===== src/hdl/c_escape_sequence_decoder_macros.svh =====
// ----------------------------------------------------------------------------
// Escape decoder assertion macros
// Clocked concurrent assertion helpers, compiled out with NO_ASSERTIONS.
// ----------------------------------------------------------------------------
`ifndef C_ESCAPE_SEQUENCE_DECODER_MACROS_SVH
`define C_ESCAPE_SEQUENCE_DECODER_MACROS_SVH

`ifndef NO_ASSERTIONS
// property must hold at every edge out of reset
`define CED_ASSERT(label, clk, rst_n, prop) \
  label: assert property (@(posedge clk) disable iff (!rst_n) (prop)) \
    else $error("escape decoder check failed");
// condition must never be true out of reset
`define CED_NEVER(label, clk, rst_n, cond) \
  label: assert property (@(posedge clk) disable iff (!rst_n) !(cond)) \
    else $error("escape decoder forbidden condition");
`else
`define CED_ASSERT(label, clk, rst_n, prop)
`define CED_NEVER(label, clk, rst_n, cond)
`endif

`endif


===== src/hdl/ced_pkg.sv =====
// ----------------------------------------------------------------------------
// ced_pkg
// Types, character codes and lookup functions of the escape decoder.
// ----------------------------------------------------------------------------
`default_nettype none

package ced_pkg;

  localparam logic [15:0] CH_BSLASH = 16'h005C;
  localparam logic [15:0] CH_X      = 16'h0078;

  typedef enum logic [4:0] {
    MODE_TEXT      = 5'b00001,
    MODE_ESC       = 5'b00010,
    MODE_HEX_FIRST = 5'b00100,
    MODE_HEX       = 5'b01000,
    MODE_OCT       = 5'b10000
  } mode_t;

  typedef struct packed {
    logic [15:0] decoded_unit;
    logic        has_unit;
    logic        last;
  } res_t;

  typedef struct packed {
    res_t        res0;
    res_t        res1;
    logic [1:0]  cnt;
    mode_t       mode;
    logic [15:0] acc;
  } dec_t;

  typedef struct packed {
    logic        hit;
    logic [15:0] val;
  } esc_t;

  typedef struct packed {
    logic       ok;
    logic [3:0] val;
  } hex_t;

  // simple escapes: a b f n r t v " ? ' backslash
  function automatic esc_t esc_lookup(logic [15:0] cu);
    esc_t e;
    e.hit = 1'b1;
    e.val = 16'h0000;
    case (cu)
      16'h0061: e.val = 16'h0007;
      16'h0062: e.val = 16'h0008;
      16'h0066: e.val = 16'h000C;
      16'h006E: e.val = 16'h000A;
      16'h0072: e.val = 16'h000D;
      16'h0074: e.val = 16'h0009;
      16'h0076: e.val = 16'h000B;
      16'h0022, 16'h003F, 16'h0027, 16'h005C: e.val = cu;
      default:  e.hit = 1'b0;
    endcase
    return e;
  endfunction

  function automatic hex_t hex_digit(logic [15:0] cu);
    hex_t h;
    h.ok  = 1'b1;
    h.val = 4'h0;
    if (cu >= 16'h0030 && cu <= 16'h0039) begin
      h.val = cu[3:0];
    end else if ((cu >= 16'h0041 && cu <= 16'h0046) ||
                 (cu >= 16'h0061 && cu <= 16'h0066)) begin
      h.val = cu[3:0] + 4'd9;
    end else begin
      h.ok = 1'b0;
    end
    return h;
  endfunction

  function automatic logic is_oct(logic [15:0] cu);
    return cu[15:3] == 13'h0006;
  endfunction

endpackage

`default_nettype wire


===== src/hdl/ced_in_if.sv =====
// ----------------------------------------------------------------------------
// ced_in_if
// Input channel of the escape decoder: one code unit per item.
// ----------------------------------------------------------------------------
`default_nettype none

interface ced_in_if;
  logic        valid;
  logic        ready;
  logic [15:0] code_unit;
  logic        end_of_string;

  modport source (output valid, output code_unit, output end_of_string, input ready);
  modport sink   (input valid, input code_unit, input end_of_string, output ready);
endinterface

`default_nettype wire


===== src/hdl/ced_out_if.sv =====
// ----------------------------------------------------------------------------
// ced_out_if
// Result channel of the escape decoder: at most one decoded unit per item.
// ----------------------------------------------------------------------------
`default_nettype none

interface ced_out_if;
  logic        valid;
  logic        ready;
  logic [15:0] decoded_unit;
  logic        has_unit;
  logic        last;

  modport source (output valid, output decoded_unit, output has_unit, output last,
                  input ready);
  modport sink   (input valid, input decoded_unit, input has_unit, input last,
                  output ready);
endinterface

`default_nettype wire


===== src/hdl/ced_decode.sv =====
// ----------------------------------------------------------------------------
// ced_decode
// Per-unit decode: next mode, next accumulator and up to two results.
// ----------------------------------------------------------------------------
`default_nettype none

module ced_decode import ced_pkg::*; (
  input  mode_t       mode,
  input  logic [15:0] acc,
  input  logic [15:0] code_unit,
  input  logic        end_of_string,
  output dec_t        dec
);

  function automatic dec_t add_unit(dec_t d, logic [15:0] v, logic has);
    dec_t r;
    r = d;
    if (d.cnt == 2'd0) begin
      r.res0 = '{decoded_unit: v, has_unit: has, last: 1'b0};
    end else begin
      r.res1 = '{decoded_unit: v, has_unit: has, last: 1'b0};
    end
    r.cnt = d.cnt + 2'd1;
    return r;
  endfunction

  function automatic dec_t plain(dec_t d, logic [15:0] cu);
    dec_t r;
    r = d;
    if (cu == CH_BSLASH) begin
      r.mode = MODE_ESC;
    end else begin
      r = add_unit(d, cu, 1'b1);
    end
    return r;
  endfunction

  esc_t esc;
  hex_t hx;
  logic oct;

  assign esc = esc_lookup(code_unit);
  assign hx  = hex_digit(code_unit);
  assign oct = is_oct(code_unit);

  always_comb begin
    dec      = '0;
    dec.mode = MODE_TEXT;
    dec.acc  = acc;
    unique case (mode)
      MODE_ESC: begin
        if (esc.hit) begin
          dec = add_unit(dec, esc.val, 1'b1);
        end else if (code_unit == CH_X) begin
          dec.acc  = 16'h0000;
          dec.mode = MODE_HEX_FIRST;
        end else if (oct) begin
          dec.acc  = {13'h0000, code_unit[2:0]};
          dec.mode = MODE_OCT;
        end
      end
      MODE_HEX_FIRST: begin
        if (hx.ok) begin
          dec.acc  = {12'h000, hx.val};
          dec.mode = MODE_HEX;
        end else begin
          dec = plain(dec, code_unit);
        end
      end
      MODE_HEX: begin
        if (hx.ok) begin
          dec.acc  = {acc[11:0], 4'h0} + {12'h000, hx.val};
          dec.mode = MODE_HEX;
        end else begin
          dec = add_unit(dec, acc, 1'b1);
          dec = plain(dec, code_unit);
        end
      end
      MODE_OCT: begin
        if (oct) begin
          dec.acc  = {acc[12:0], 3'b000} + {13'h0000, code_unit[2:0]};
          dec.mode = MODE_OCT;
        end else begin
          dec = add_unit(dec, acc, 1'b1);
          dec = plain(dec, code_unit);
        end
      end
      default: begin
        dec = plain(dec, code_unit);
      end
    endcase

    // end of string: flush a pending value, add an empty result if there is none, mark the final result
    if (end_of_string) begin
      if (dec.mode == MODE_HEX || dec.mode == MODE_OCT) begin
        dec = add_unit(dec, dec.acc, 1'b1);
      end
      if (dec.cnt == 2'd0) begin
        dec = add_unit(dec, 16'h0000, 1'b0);
      end
      if (dec.cnt == 2'd1) begin
        dec.res0.last = 1'b1;
      end else begin
        dec.res1.last = 1'b1;
      end
      dec.mode = MODE_TEXT;
      dec.acc  = 16'h0000;
    end
  end

endmodule

`default_nettype wire


===== src/hdl/c_escape_sequence_decoder.sv =====
// Results: the first result of a unit is offered in the cycle after the unit is accepted.
// Throughput: one unit per cycle while the result side is ready; a unit giving two
//   results (a value flushed plus a character) holds the input while the
//   two-entry result buffer drains.
// Reset: synchronous, active low; returns to text mode, clears the
//   accumulator and empties the result buffer.
// ----------------------------------------------------------------------------
// c_escape_sequence_decoder
// Decodes C-style escapes in a stream of 16-bit code units.
// ----------------------------------------------------------------------------
`default_nettype none

`include "c_escape_sequence_decoder_macros.svh"

module c_escape_sequence_decoder import ced_pkg::*; (
  input  wire logic  clk,
  input  wire logic  rst_n,
  ced_in_if.sink     in_if,
  ced_out_if.source  out_if
);

  mode_t       mode_r;
  logic [15:0] acc_r;
  res_t        slot_r [2];
  res_t        slot_nxt [2];
  logic [1:0]  cnt_r, cnt_nxt;
  dec_t        dec;
  logic        push, pop;

  ced_decode u_decode (
    .mode          (mode_r),
    .acc           (acc_r),
    .code_unit     (in_if.code_unit),
    .end_of_string (in_if.end_of_string),
    .dec           (dec)
  );

  // accept only when the buffer is empty after this cycle
  assign in_if.ready = (cnt_r == 2'd0) || (cnt_r == 2'd1 && out_if.ready);
  assign push        = in_if.valid && in_if.ready;
  assign pop         = out_if.valid && out_if.ready;

  assign out_if.valid        = cnt_r != 2'd0;
  assign out_if.decoded_unit = slot_r[0].decoded_unit;
  assign out_if.has_unit     = slot_r[0].has_unit;
  assign out_if.last         = slot_r[0].last;

  always_comb begin
    slot_nxt[0] = slot_r[0];
    slot_nxt[1] = slot_r[1];
    cnt_nxt     = cnt_r;
    if (push) begin
      slot_nxt[0] = dec.res0;
      slot_nxt[1] = dec.res1;
      cnt_nxt     = dec.cnt;
    end else if (pop) begin
      slot_nxt[0] = slot_r[1];
      cnt_nxt     = cnt_r - 2'd1;
    end
  end

  always_ff @(posedge clk) begin
    slot_r[0] <= slot_nxt[0];
    slot_r[1] <= slot_nxt[1];
    if (!rst_n) begin
      mode_r <= MODE_TEXT;
      acc_r  <= 16'h0000;
      cnt_r  <= 2'd0;
    end else begin
      cnt_r <= cnt_nxt;
      if (push) begin
        mode_r <= dec.mode;
        acc_r  <= dec.acc;
      end
    end
  end

  `CED_NEVER(a_cnt_range, clk, rst_n, cnt_r == 2'd3)
  `CED_NEVER(a_full_no_accept, clk, rst_n, cnt_r == 2'd2 && in_if.ready)
  `CED_NEVER(a_last_at_tail, clk, rst_n, cnt_r == 2'd2 && slot_r[0].last)
  `CED_ASSERT(a_end_resets, clk, rst_n,
    push && in_if.end_of_string |=> mode_r == MODE_TEXT && acc_r == 16'h0000)

endmodule

`default_nettype wire


===== src/flat_wrapper.sv =====
// flat-port wrapper written by rule: the top's interface ports become plain ports
module c_escape_sequence_decoder_flat import ced_pkg::*;
  (clk, rst_n, in_if_valid, in_if_code_unit, in_if_end_of_string, in_if_ready, out_if_valid, out_if_decoded_unit, out_if_has_unit, out_if_last, out_if_ready);
  ced_in_if in_if_i ();
  ced_out_if out_if_i ();
  input  wire logic clk;
  input  wire logic rst_n;
  input wire logic [$bits(in_if_i.valid)-1:0] in_if_valid;
  input wire logic [$bits(in_if_i.code_unit)-1:0] in_if_code_unit;
  input wire logic [$bits(in_if_i.end_of_string)-1:0] in_if_end_of_string;
  output wire logic [$bits(in_if_i.ready)-1:0] in_if_ready;
  output wire logic [$bits(out_if_i.valid)-1:0] out_if_valid;
  output wire logic [$bits(out_if_i.decoded_unit)-1:0] out_if_decoded_unit;
  output wire logic [$bits(out_if_i.has_unit)-1:0] out_if_has_unit;
  output wire logic [$bits(out_if_i.last)-1:0] out_if_last;
  input wire logic [$bits(out_if_i.ready)-1:0] out_if_ready;
  assign in_if_i.valid = in_if_valid;
  assign in_if_i.code_unit = in_if_code_unit;
  assign in_if_i.end_of_string = in_if_end_of_string;
  assign in_if_ready = in_if_i.ready;
  assign out_if_valid = out_if_i.valid;
  assign out_if_decoded_unit = out_if_i.decoded_unit;
  assign out_if_has_unit = out_if_i.has_unit;
  assign out_if_last = out_if_i.last;
  assign out_if_i.ready = out_if_ready;
  c_escape_sequence_decoder u_core (.clk(clk), .rst_n(rst_n), .in_if(in_if_i), .out_if(out_if_i));
endmodule

===== config.mk =====
export PLATFORM = sky130hd
export DESIGN_NAME = c_escape_sequence_decoder_flat
export DESIGN_NICKNAME = d
export VERILOG_FILES = /design/src/hdl/ced_pkg.sv /design/src/hdl/ced_in_if.sv /design/src/hdl/ced_out_if.sv /design/src/hdl/ced_decode.sv /design/src/hdl/c_escape_sequence_decoder.sv /design/src/flat_wrapper.sv
export VERILOG_INCLUDE_DIRS = /design/src /design/src/hdl
export SDC_FILE = /design/constraint.sdc
export NUM_CORES = 1
export LEC_CHECK = 0
export BUFFER_PORTS_ARGS = -buffer_cell sky130_fd_sc_hd__buf_2
export CORE_ASPECT_RATIO = 1.25
export CORE_MARGIN = 5
export CORE_UTILIZATION = 54
export DETAILED_ROUTE_END_ITERATION = 6
export GPL_TIMING_DRIVEN = 1
export PLACE_DENSITY_LB_ADDON = 0.12
export SLEW_MARGIN = 40
export SYNTH_ARGS = -nofsm -noshare
export SYNTH_HDL_FRONTEND = slang
export SYNTH_SLANG_ARGS = --single-unit
export TNS_END_PERCENT = 100

===== constraint.sdc =====
create_clock -name clk -period 3.8 [get_ports clk]
set_input_delay 0.38 -clock clk [delete_from_list [all_inputs] [get_ports clk]]
set_output_delay 0.38 -clock clk [all_outputs]
set_load 0.02 [all_outputs]

==> metrics.txt <==
# TYPE chip_impl_metric gauge
chip_impl_info{name="status",value="finished clean"} 1
chip_impl_info{name="cts_root_buffer",value="sky130_fd_sc_hd__clkbuf_8"} 1
chip_impl_metric{name="antennaDiodeCount",unit=""} 0
chip_impl_info{name="final_cell_mix",value="sky130_fd_sc_hd__nand2_1 (60), sky130_fd_sc_hd__buf_4 (45), sky130_fd_sc_hd__buf_2 (40)"} 1
chip_impl_metric{name="max_slew_margin",unit="%"} 60.1
chip_impl_metric{name="finish.cell_count_without_fillers",unit=""} 631
chip_impl_metric{name="proportion_of_register_bits_with_asynchronous_set_or_reset_after_synthesis",unit="%"} 0
chip_impl_metric{name="die_area",unit="um2"} 9730
chip_impl_info{name="worstHoldPathType",value="input port to flop"} 1
chip_impl_metric{name="achievable-frequency",unit="MHz"} 282
chip_impl_metric{name="synthCells",unit=""} 480
chip_impl_info{name="grt_max_usage_layer",value="met2"} 1
chip_impl_metric{name="sw_frac_of_total",unit="%"} 29.5
chip_impl_metric{name="layout.filler_cells",unit=""} 671
chip_impl_metric{name="antenna_found_initial",unit=""} 0
chip_impl_metric{name="vias_per_cell",unit=""} 6.66
chip_impl_info{name="timing.critical_path.max_delay_family",value="simple AND/OR/NAND/NOR gates"} 1
chip_impl_metric{name="die_w",unit="um"} 89.2
chip_impl_metric{name="fin_worst_skew",unit="ns"} 0.0127
chip_impl_metric{name="grtUsageMet2",unit="%"} 44.9
chip_impl_metric{name="finish.net_count",unit=""} 560
chip_impl_metric{name="groute.usage.overall",unit="%"} 27.3
chip_impl_metric{name="ir_worst_vdd",unit="uV"} 257
chip_impl_info{name="setup.worst_path.end",value="u_core.slot_r[0][16]"} 1
chip_impl_metric{name="area.sequential",unit="um2"} 1540
chip_impl_metric{name="core_area",unit="um2"} 7750
chip_impl_metric{name="hold-worst-slack",unit="ns"} 0.369
chip_impl_metric{name="dieHeight",unit="um"} 109
chip_impl_metric{name="ys_seq_area_share",unit="%"} 36.4
chip_impl_metric{name="crit_buf_inv",unit=""} 3
chip_impl_metric{name="globalRoute.totalOverflow",unit=""} 0
chip_impl_metric{name="max-clock-path-buffers",unit=""} 2
chip_impl_info{name="crit_path_cell_trace",value="buf_2 > or4_4 > nor4_1 > buf_4 > nor2_1 > a31o_1 > mux2_4 > nor2_1 > ha_1 > a21oi_1 > ha_2 > nand2_1 > o2111ai_2 > buf_4 > o221ai_1"} 1
chip_impl_info{name="netlist_top_cells_area",value="sky130_fd_sc_hd__edfxtp_1 (26%), sky130_fd_sc_hd__dfxtp_1 (11%), sky130_fd_sc_hd__nand2_1 (5.3%)"} 1
chip_impl_metric{name="routedWlPerCell",unit="um"} 20.4
chip_impl_metric{name="timing.critical_path.slowest_cell_delay",unit="ns"} 0.58
chip_impl_metric{name="grt_pass1_wl",unit="mm"} 20.3
chip_impl_metric{name="pwr-share-seq",unit="%"} 43.5
chip_impl_metric{name="synth.cell_area",unit="um2"} 4240
chip_impl_info{name="synthDominantAreaCellType",value="sky130_fd_sc_hd__edfxtp_1"} 1
chip_impl_info{name="timing.rr.start",value="u_core.mode_r[0]"} 1
chip_impl_metric{name="synthToLayoutAreaGrowth",unit="%"} 15.4
chip_impl_metric{name="vias_in_the_first_global_route",unit=""} 4069
chip_impl_metric{name="clk_pin_slew_worst_paths",unit="ns"} 0.07
chip_impl_metric{name="post_cts.repair.setup_buffers",unit=""} 0
chip_impl_metric{name="ant_nets",unit=""} 0
chip_impl_metric{name="max_cap_violations",unit=""} 0
chip_impl_metric{name="ff2ff_setup_slack",unit="ns"} 0.31
chip_impl_metric{name="holdBufCountCts",unit=""} 0
chip_impl_metric{name="timing.final.setup_violations",unit=""} 0
chip_impl_metric{name="synth.net_count",unit=""} 509
chip_impl_metric{name="utilization",unit="%"} 63.1
chip_impl_metric{name="final-max-slew-violation-count",unit=""} 0
chip_impl_metric{name="floorplan.initialDensity",unit="%"} 54.7
chip_impl_metric{name="fin_crit_sh",unit="%"} 93.5
chip_impl_metric{name="cp_data_arrival_time",unit="ns"} 3.63
chip_impl_info{name="criticalPathCategory",value="input port to flop"} 1
chip_impl_metric{name="total_instance_count_after_detailed_placement",unit=""} 615
chip_impl_metric{name="use_met1",unit="%"} 33.0
chip_impl_metric{name="crit_cells",unit=""} 15
chip_impl_info{name="worst_setup_path_end_kind",value="flop"} 1
chip_impl_metric{name="port_bufs",unit=""} 40
chip_impl_info{name="grt_setup_unrepaired",value="false"} 1
chip_impl_metric{name="drt_iter0_drc",unit=""} 425
chip_impl_metric{name="synth_top_area_share",unit="%"} 25.5
chip_impl_metric{name="rr_worst_depth",unit=""} 13
chip_impl_info{name="worst_setup_path_start_kind",value="input port"} 1
chip_impl_metric{name="synth_edf_count",unit=""} 36
chip_impl_metric{name="drc",unit=""} 0
chip_impl_metric{name="grtUsageMet3",unit="%"} 4.31
chip_impl_info{name="most_used_dff_post_synth",value="sky130_fd_sc_hd__edfxtp_1"} 1
chip_impl_metric{name="detailedPlacementHpwl",unit="mm"} 9.50
chip_impl_metric{name="cp.required",unit="ns"} 3.88
chip_impl_metric{name="worst-slew-pin-transition",unit="ns"} 0.599
chip_impl_metric{name="dr.pass1.iters",unit=""} 5
chip_impl_metric{name="postCtsResizedCells",unit=""} 0
chip_impl_metric{name="htree_num_levels",unit=""} 3
chip_impl_info{name="cp-startpoint",value="in_if_code_unit[12]"} 1
chip_impl_metric{name="multi_input_area",unit="um2"} 2410
chip_impl_info{name="timing.critical_path.slowest_stage_cell",value="sky130_fd_sc_hd__or4_4"} 1
chip_impl_info{name="r2r-end",value="u_core.slot_r[0][16]"} 1
chip_impl_info{name="tritoncts",value="yes"} 1
chip_impl_metric{name="clock_sinks",unit=""} 59
chip_impl_metric{name="ys_types",unit=""} 81
chip_impl_metric{name="internal-power",unit="mW"} 1.30
chip_impl_metric{name="min_period",unit="ns"} 3.55
chip_impl_metric{name="netSwitchingPower",unit="uW"} 543
chip_impl_metric{name="detail_route.wirelength",unit="mm"} 12.9
chip_impl_metric{name="cts_inserted_buffers",unit=""} 9
chip_impl_metric{name="p_comb_share",unit="%"} 22.2
chip_impl_metric{name="yosys_warnings",unit=""} 0
chip_impl_metric{name="avgSynthCellArea",unit="um2"} 8.82
chip_impl_metric{name="grt_start_max_net_pins",unit=""} 34
chip_impl_info{name="layout.cells.most_common",value="sky130_fd_sc_hd__nand2_1"} 1
chip_impl_metric{name="power_density_over_the_cells",unit="nW/um2"} 377
chip_impl_metric{name="std_cell_rows",unit=""} 36
chip_impl_metric{name="final-hold-violation-count",unit=""} 0
chip_impl_metric{name="critical_path.max_fanout",unit=""} 8
chip_impl_metric{name="routabilityCongestion",unit=""} 1.05
chip_impl_metric{name="drive_above_1_share",unit="%"} 24.1
chip_impl_metric{name="design.portCount",unit=""} 41
chip_impl_metric{name="static-leakage-power",unit="nW"} 1.78
chip_impl_metric{name="synth.ff_latch_count",unit=""} 59
chip_impl_metric{name="clock_network_fraction_of_total_power",unit="%"} 34.4
chip_impl_metric{name="routed-via-count",unit=""} 4202
chip_impl_metric{name="clock_insertion_delay_worst_skew",unit="ns"} 0.34
registers in the layout, summed over array words and instances, names as in the netlist:
| register | flops |
|---|---|
| u_core.cnt_r | 2 |
| u_core.slot_r | 36 |
| u_core.acc_r | 16 |
| u_core.mode_r | 5 |
synthesized netlist by cell type (all sizes together) (6+ instances only):
master  instances
nand2          61
buf            29
o221ai         12
nand3          13
a21oi          17
dfxtp          23
o21ai          40
and2            6
nand2b          8
nor2           33
a22oi          12
edfxtp         36
a32o           11
ha              8
a21o            6
inv            13
clkbuf         17
a21boi         26
nor3            6
layout make-up:
cell class / count / area share [%]
clock inverters: 3 / 1.31
repair buffers: 86 / 11.4
inverters: 13 / 0.999
flip-flops and latches: 59 / 31.5
multi-input cells: 362 / 49.2
clock buffers: 13 / 3.05
well taps: 95 / 2.43
power groups by stage:
stage	registers [mW]	clock network, mW	logic, mW
floorplan	0.815	0	0.307
global placement	0.814	0	0.400
detailed placement	0.815	0	0.407
CTS	0.802	0.636	0.408
global route	0.807	0.672	0.441
finish	0.801	0.633	0.408
metal layers:
layer	vias to the layer above	part of all wire [%]
met4	0	4.6
met1	1995	38
met5	-	0
li1	1937	-
met3	49	8.1
met2	221	49
how the worst min path moves through the flow:
| stage | from | slack [ns] | endpoint | cells after the start |
|---|---|---|---|---|
| 2_1_floorplan | u_core.acc_r[13] | 0.44 | u_core.acc_r[13] | 2 |
| 4_1_cts | in_if_code_unit[10] | 0.36 | u_core.slot_r[0][30] | 3 |
| 6_report | in_if_code_unit[10] | 0.37 | u_core.slot_r[0][30] | 3 |
| 3_5_place_dp | u_core.acc_r[13] | 0.46 | u_core.acc_r[13] | 2 |
| 3_3_place_gp | u_core.acc_r[13] | 0.45 | u_core.acc_r[13] | 2 |
| 5_1_grt | in_if_code_unit[11] | 0.38 | u_core.slot_r[0][31] | 3 |
tightest hold or removal path, stage by stage:
cell and delay [ns]:
sky130_fd_sc_hd__buf_2 0.12, sky130_fd_sc_hd__nand2_1 0.05, sky130_fd_sc_hd__o21ai_0 0.06
per-stage QoR:
step	power, mW	setup TNS (ns)	instance area (um2)	worst slack (ns)
floorplan	1.12	0	4250	0.0332
global placement	1.21	0	4670	0.0436
detailed placement	1.22	-0.207	4670	-0.0410
CTS	1.85	0	4890	0.320
global route	1.92	0	4890	0.0833
finish	1.84	0	4890	0.248
kinds of logic after synthesis:
kind of cell / share of synthesized area [%]
xor gates and xnor gates: 0.620
DFF: 36.4
adders and majority gates: 2.36
buffers and inverters: 7.15
and+or+nand+nor: 20.5
muxes: 1.57
AOI/OAI and AO/OA: 31.4
Power figures use the tool's default switching activity.
